==> src/rtl/bep_mul.sv <==
// Bit-serial fixed-point multiplier: prod = floor(a * b / 2^FRAC_BITS).
`timescale 1ns / 1ps
module bep_mul #(
    parameter int FRAC_BITS = 32
) (
    input  logic                 clk,
    input  logic                 rst_n,
    input  logic                 start,
    input  logic [FRAC_BITS:0]   a,
    input  logic [FRAC_BITS:0]   b,
    output logic                 done,
    output logic [FRAC_BITS:0]   prod
);

    localparam int W  = FRAC_BITS + 1;
    localparam int SW = $clog2(FRAC_BITS + 1);

    logic [W-1:0]  a_reg;
    logic [W-1:0]  b_reg;
    logic [W:0]    p_reg;
    logic [SW-1:0] step_reg;
    logic          busy_reg;
    logic          done_reg;
    logic [W:0]    sum;

    // LSB first: add, then drop one bit; the top bit of b weighs 1.0 and skips the shift
    assign sum  = p_reg + {1'b0, (b_reg[0] ? a_reg : {W{1'b0}})};
    assign done = done_reg;
    assign prod = p_reg[W-1:0];

    always_ff @(posedge clk or negedge rst_n)
    begin
        if (!rst_n)
        begin
            busy_reg <= 1'b0;
            done_reg <= 1'b0;
            step_reg <= '0;
        end
        else if (start)
        begin
            busy_reg <= 1'b1;
            done_reg <= 1'b0;
            step_reg <= '0;
        end
        else if (busy_reg)
        begin
            if (step_reg == SW'(FRAC_BITS))
            begin
                busy_reg <= 1'b0;
                done_reg <= 1'b1;
            end
            else
            begin
                step_reg <= step_reg + SW'(1);
            end
        end
        else
        begin
            done_reg <= 1'b0;
        end
    end

    always_ff @(posedge clk)
    begin
        if (start)
        begin
            a_reg <= a;
            b_reg <= b;
            p_reg <= '0;
        end
        else if (busy_reg)
        begin
            if (step_reg == SW'(FRAC_BITS))
            begin
                p_reg <= sum;
            end
            else
            begin
                p_reg <= sum >> 1;
                b_reg <= b_reg >> 1;
            end
        end
    end

endmodule

==> config.mk <==
export PLATFORM = sky130hd
export DESIGN_NAME = bep_mul
export DESIGN_NICKNAME = d
export VERILOG_FILES = /design/src/rtl/bep_mul.sv
export SDC_FILE = /design/constraint.sdc
export NUM_CORES = 1
export LEC_CHECK = 0
export BUFFER_PORTS_ARGS = -buffer_cell sky130_fd_sc_hd__buf_2
export CAP_MARGIN = 20
export CORE_ASPECT_RATIO = 0.5
export CORE_MARGIN = 1.5
export CORE_UTILIZATION = 45
export DETAILED_ROUTE_END_ITERATION = 16
export PLACE_DENSITY_LB_ADDON = 0.1
export SYNTH_ARGS = -nofsm -noshare
export SYNTH_HDL_FRONTEND = slang
export SYNTH_SLANG_ARGS = --single-unit
export TNS_END_PERCENT = 5
==> constraint.sdc <==
create_clock -name clk -period 3.68 [get_ports clk]
set_clock_uncertainty 0.15 [all_clocks]
set_input_delay 0.552 -clock clk [delete_from_list [all_inputs] [get_ports clk]]
set_output_delay 0.552 -clock clk [all_outputs]
set_load 0.1 [all_outputs]
== Yosys cells after proc, flatten, opt, wreduce, memory -nomap -nowiden ==
Index checks and enable logic that the tools add are counted.
Cells by class
  $add $sub $neg: 2
  multipliers: 0
  div/mod/pow operators: 0
  $lt $le $gt $ge: 0
  eq/ne operators: 3
  shift operators: 0
  multiplexer cells: 14
  bitwise operators: 0
  reductions and logical operators: 2
Operators by type and width (number)
  2-to-1 mux 33 bit: 4
  adder 34 x 33 -> 34 bit: 1
  2-to-1 mux 34 bit: 1
  2-to-1 mux 6 bit: 3
  adder 6 x 1 -> 6 bit (second input constant): 1
  == test 6 bit (second input constant): 1
  2-to-1 mux 1 bit: 6
  inequality test 3 x 2 -> 1 bit (second input constant): 1
  inequality test 2 bit (second input constant): 1
  AND reduction 2 bit: 1
  nonzero test 2 bit: 1
Storage, ports and cells
  register bits: 108
  latch bits: 0
  RAM bits: 0
  ROM bits: 0
  input port bits: 69
  output and inout port bits: 34
  word-level logic and storage cells: 27
  memories: 0

== Logic depth before layout (Yosys ltp) ==
  depth after elaboration: 4
  gate-level depth with buffers: 12
  gate-level depth less buffers: 11

== Least setup slack after synthesis ==
Ideal clock, no wire load.
  path type: register to register
  from: register b_reg[0]
  to: register p_reg[21]
  setup time: 0.129 ns
  arrival time: 2.704 ns
  required time: 3.401 ns
  path slack: 0.697 ns
  cell stages (with the launch flop): 12
  buffers on the path: 0
  clock period less this slack: 2.983 ns
  path through: edfxtp_1 -> and2_1 -> ha_1 -> fa_1 -> a211oi_1 -> o211ai_2 -> a211oi_2 -> nand3b_4 -> a21boi_1 -> or3_1 -> a32oi_1 -> o21ai_1
On the way
  longest elaborated chain between the ends: 3
Ends and longest elaborated chain
  start: declaration: line 19  | logic [W-1:0] b_reg;
  start signal: assignment: line 80  | b_reg <= b_reg >> 1;
  2-to-1 mux 33 bit: line 27  | assign sum = p_reg + {1'b0, (b_reg[0] ? a_reg : {W{1'b0}})};
  adder 34 x 33 -> 34 bit: line 27
  2-to-1 mux 34 bit: line 73  | if (step_reg == SW'(FRAC_BITS))
  end signal: assignment: line 75  | p_reg <= sum;
  end signal: assignment: line 79  | p_reg <= sum >> 1;
  end: declaration: line 20  | logic [W:0] p_reg;
Every way passes these cells.
A chain may end at the register's enable or synchronous reset.

== Worst setup path in the final report ==
  from: register b_reg[0]
  to: register p_reg[29]
Same word-level chain as after synthesis.

==> reports/qor_table.md <==
| Item | Value |
| --- | --- |
| Gate count of the mapped netlist | 668 |
| Placeable core region | 0.0144 mm2 |
| Final worst hold slack | 0.214 ns |
| # nets final | 839 |
| Area contributors post-synth | sky130_fd_sc_hd__edfxtp_1 30%, sky130_fd_sc_hd__dfxtp_1 10%, sky130_fd_sc_hd__ha_1 6.6% |
| Seq/Total Area, Yosys | 0.432 |
| Routed Antenna Nets | 0 |
| Highest-utilization routing layer at the global route stage | met2 |
| Post-synthesis async set-or-reset flop share | 0.0741 |
| Met2 demand-to-capacity share in global routing | 0.310 |
| Status | finished, final reports clean |
| Critical Setup Path Class | reg -> reg |
| Postcts setup bufs | 0 |
| Startpoint type of the worst setup path | register |
| Number of vias in the routed layout | 5063 |
| Count of filler cells inserted in the layout | 1371 |
| Endpoint kind of the worst setup timing path | register |
| Count of flip-flops with a built-in enable after synthesis | 66 |
| Worst-Skew Late Latency | 0.36 ns |
| Wire per inst | 15.8 um |
| F_max | 301 MHz |
| Time the worst path needs with I/O delays and setup | 3.32 ns |
| I/O pins | 103 |
| Inserted Clock Buffers | 9 |
| Number of flip-flops under the largest register name | 34 |
| Hold violation count in the final report | 0 |
| Number of warning messages in the yosys log | 0 |
| Flip-flop and latch area | 0.00286 mm2 |
| Total number of placement rows | 31 |
| Highest cell delay on the worst timing path | 0.46 ns |
| Required time of the critical path | 3.80 ns |
| Clock transition at path regs | 0.07 ns |
| Worst path slowest cell | sky130_fd_sc_hd__fa_1 |
| Final setup vio count | 0 |
| Drc violations | 0 |
| Leakage power of the design | 3.20 nW |
| Crit path DAT | 3.44 ns |
| Grt ovf | 0 |
| Slew of the pin with the lowest slew margin | 0.733 ns |
| Num Clock Sinks | 108 |
| Initial antenna violation count | 0 |
| DRT iter0 DRCs | 434 |
| Pins over their slew limit | 0 |
| Maximum fanout encountered on the critical timing path | 25 |
| Pin count of the biggest net entering global routing | 39 |
| Largest area contributor in the synthesized netlist | sky130_fd_sc_hd__edfxtp_1 |
| Critical Path Most Common Cell | sky130_fd_sc_hd__buf_4 |
| Mapped Area | 0.00662 mm2 |
| Worst slew slack as a fraction of its limit | 0.511 |
| Flop and latch count out of synthesis | 108 |
| Mapped Nets | 773 |
| GR Layer Usage met3 | 0.0580 |
| Via count of the first global-routing pass | 4735 |
| Overall global routing resource usage | 0.200 |
| Power per unit of standard cell area | 593 mW/mm2 |
| Layout Area Growth over Synthesis | 12.2% |
| Maxcap violations | 0 |
| I/O Buffers | 102 |
| Peak ir drop on the vdd network | 0.230 mV |
| Final wirelength | 14900 um |
| Share of cells above drive strength 1 | 0.242 |
| TNS Setup | 0 ns |
| Clk root buf | sky130_fd_sc_hd__clkbuf_16 |
| Area of the die | 0.0155 mm2 |
| H-tree lvl count | 3 |
| Detailed placement HPWL | 10900 um |
| Fraction of met1 tracks used by global routing | 0.275 |
| Avg Vias per Cell | 5.40 |
| Die X-Extent | 175 um |
| Global placer's final weighted congestion | 0.872 |
| Antenna cells | 0 |
| Starting density of the core | 0.459 |
| Die Y-Extent | 88.8 um |
| Cell Chain, Critical Path | buf_4 -> and2_1 -> fa_1 -> a211oi_1 -> o211ai_2 -> a2111oi_2 -> buf_4 -> o211ai_1 -> o21ai_1 -> xnor2_1 -> nor2_1 -> nor4_1 |
| Area occupied by multi-input gates | 0.00336 mm2 |
| 1st-pass router iterations | 6 |
| Global-route wire length before repair | 24000 um |
| Flip-flop cell with the highest count after synthesis | sky130_fd_sc_hd__edfxtp_1 |
| Synth top area share | 0.299 |
| Final worst path period share | 0.902 |
| Post-Synthesis Mean Instance Area | 9.91 um2 |
| Maximum number of buffers from clock root to sink | 2 |
| CTS tree | yes |
| Path category of the worst min-delay check | in -> reg |
| Setup repair after global routing missed its margin | false |
| Number of unique standard cell types used by synthesis | 68 |
==> timing repair <==
item,in CTS,in global routing
setup endpoints to repair,0,2
gates resized for setup,0,3
hold buffers,1,0
hold endpoints to repair,8,0
==> cell families (layout without fill, tap and decap cells) <==
kind of cell               count (synthesis)  in the layout  share of synthesized area
and+or+nand+nor                          223            223                      0.161
xor gates and xnor gates                  28             28                     0.0393
muxes                                     37             37                     0.0620
AOI/OAI and AO/OA                        162            162                      0.175
buffers and inverters                     74            145                     0.0616
DFF                                      108            108                      0.432
adders and majority gates                 36             36                     0.0692
==> metrics by stage <==
| stage | worst slack, ns | util | std cells | instance area [um2] | power [W] |
|---|---|---|---|---|---|
| floorplan | 0.697 | - | 668 | 6620 | 0.00320 |
| global placement | 0.399 | 0.494 | 920 | 7120 | 0.00344 |
| detailed placement | 0.229 | 0.494 | 920 | 7120 | 0.00345 |
| CTS | 0.172 | 0.514 | 937 | 7420 | 0.00443 |
| global route | 0.0618 | 0.515 | 937 | 7430 | 0.00464 |
| finish | 0.361 | 0.515 | 937 | 7430 | 0.00441 |
==> cell type report <==
cell class | count | share of cell area
inverters | 12 | 0.00606
clock buffers | 10 | 0.0308
repair buffers | 117 | 0.0845
multi-input cells | 486 | 0.452
clock inverters | 6 | 0.00825
flip-flops and latches | 108 | 0.385
well taps | 198 | 0.0333
==> cell usage in the layout (no fill, tap or decap), drive strengths merged, types with 11 or more instances in the layout <==
master / n
inv: 13
nor3: 13
dfxtp: 34
ha: 35
buf: 116
mux2: 32
a21oi: 43
o21ai: 25
a21o: 13
nand2: 68
xnor2: 17
edfxtp: 66
a211oi: 13
xor2: 11
nor2: 62
a311oi: 13
and2: 36
==> routing by layer <==
metal / up-vias / wire (um)
li1: 2548 / -
met1: 2367 / 7470
met2: 134 / 6320
met3: 14 / 897
met4: 0 / 156
met5: - / 0
==> synth_stat cells, drive strengths merged, types with 4 or more instances <==
master   count
a2111oi      4
a211oi      13
a21boi       6
a21o        13
a21oi       43
a311oi      13
a31oi        8
and2        36
and3         4
buf         40
clkbuf      22
dfrtp        8
dfxtp       34
edfxtp      66
ha          35
inv         11
mux2        32
mux2i        5
nand2       68
nand3       10
nand4        8
nor2        62
nor2b        4
nor3        13
o211ai       8
o21a         4
o21ai       25
o31ai        4
or3          6
xnor2       17
xor2        11
==> power by group <==
part | leakage (nW) | internal, W | total [W] | switching (W)
combinational | 1.99 | 0.000550 | 0.00187 | 0.00132
sequential | 1.06 | 0.00145 | 0.00156 | 0.000108
clock | 0.145 | 0.000529 | 0.000972 | 0.000443
total | 3.20 | 0.00253 | 0.00441 | 0.00187
==> worst paths after layout <==
check,endpoint,slack (ns),cells after the start,start
min in group asynchronous,done$_DFFE_PN0P_,0.41,2,rst_n
hold / removal,a_reg[23]$_DFFE_PP_,0.21,1,a[23]
setup reg to reg,p_reg[29]$_SDFFE_PP0P_,0.36,12,b_reg[0]$_DFFE_PP_
setup / recovery,p_reg[29]$_SDFFE_PP0P_,0.36,12,b_reg[0]$_DFFE_PP_
max in group asynchronous,step_reg[3]$_DFFE_PN0P_,2.81,2,rst_n
hold reg to reg,done$_DFFE_PN0P_,0.34,2,done$_DFFE_PN0P_
==> worst max-delay path, delay by kind of cell, from the launching register on <==
| kind | cells | cell delay [ns] |
|---|---|---|
| xor gates and xnor gates | 1 | 0.16 |
| adders and majority gates | 1 | 0.46 |
| DFF | 1 | 0.40 |
| and+or+nand+nor | 3 | 0.48 |
| AOI/OAI and AO/OA | 5 | 1.18 |
| buffers and inverters | 2 | 0.41 |
(Power assumes the default switching activity.)
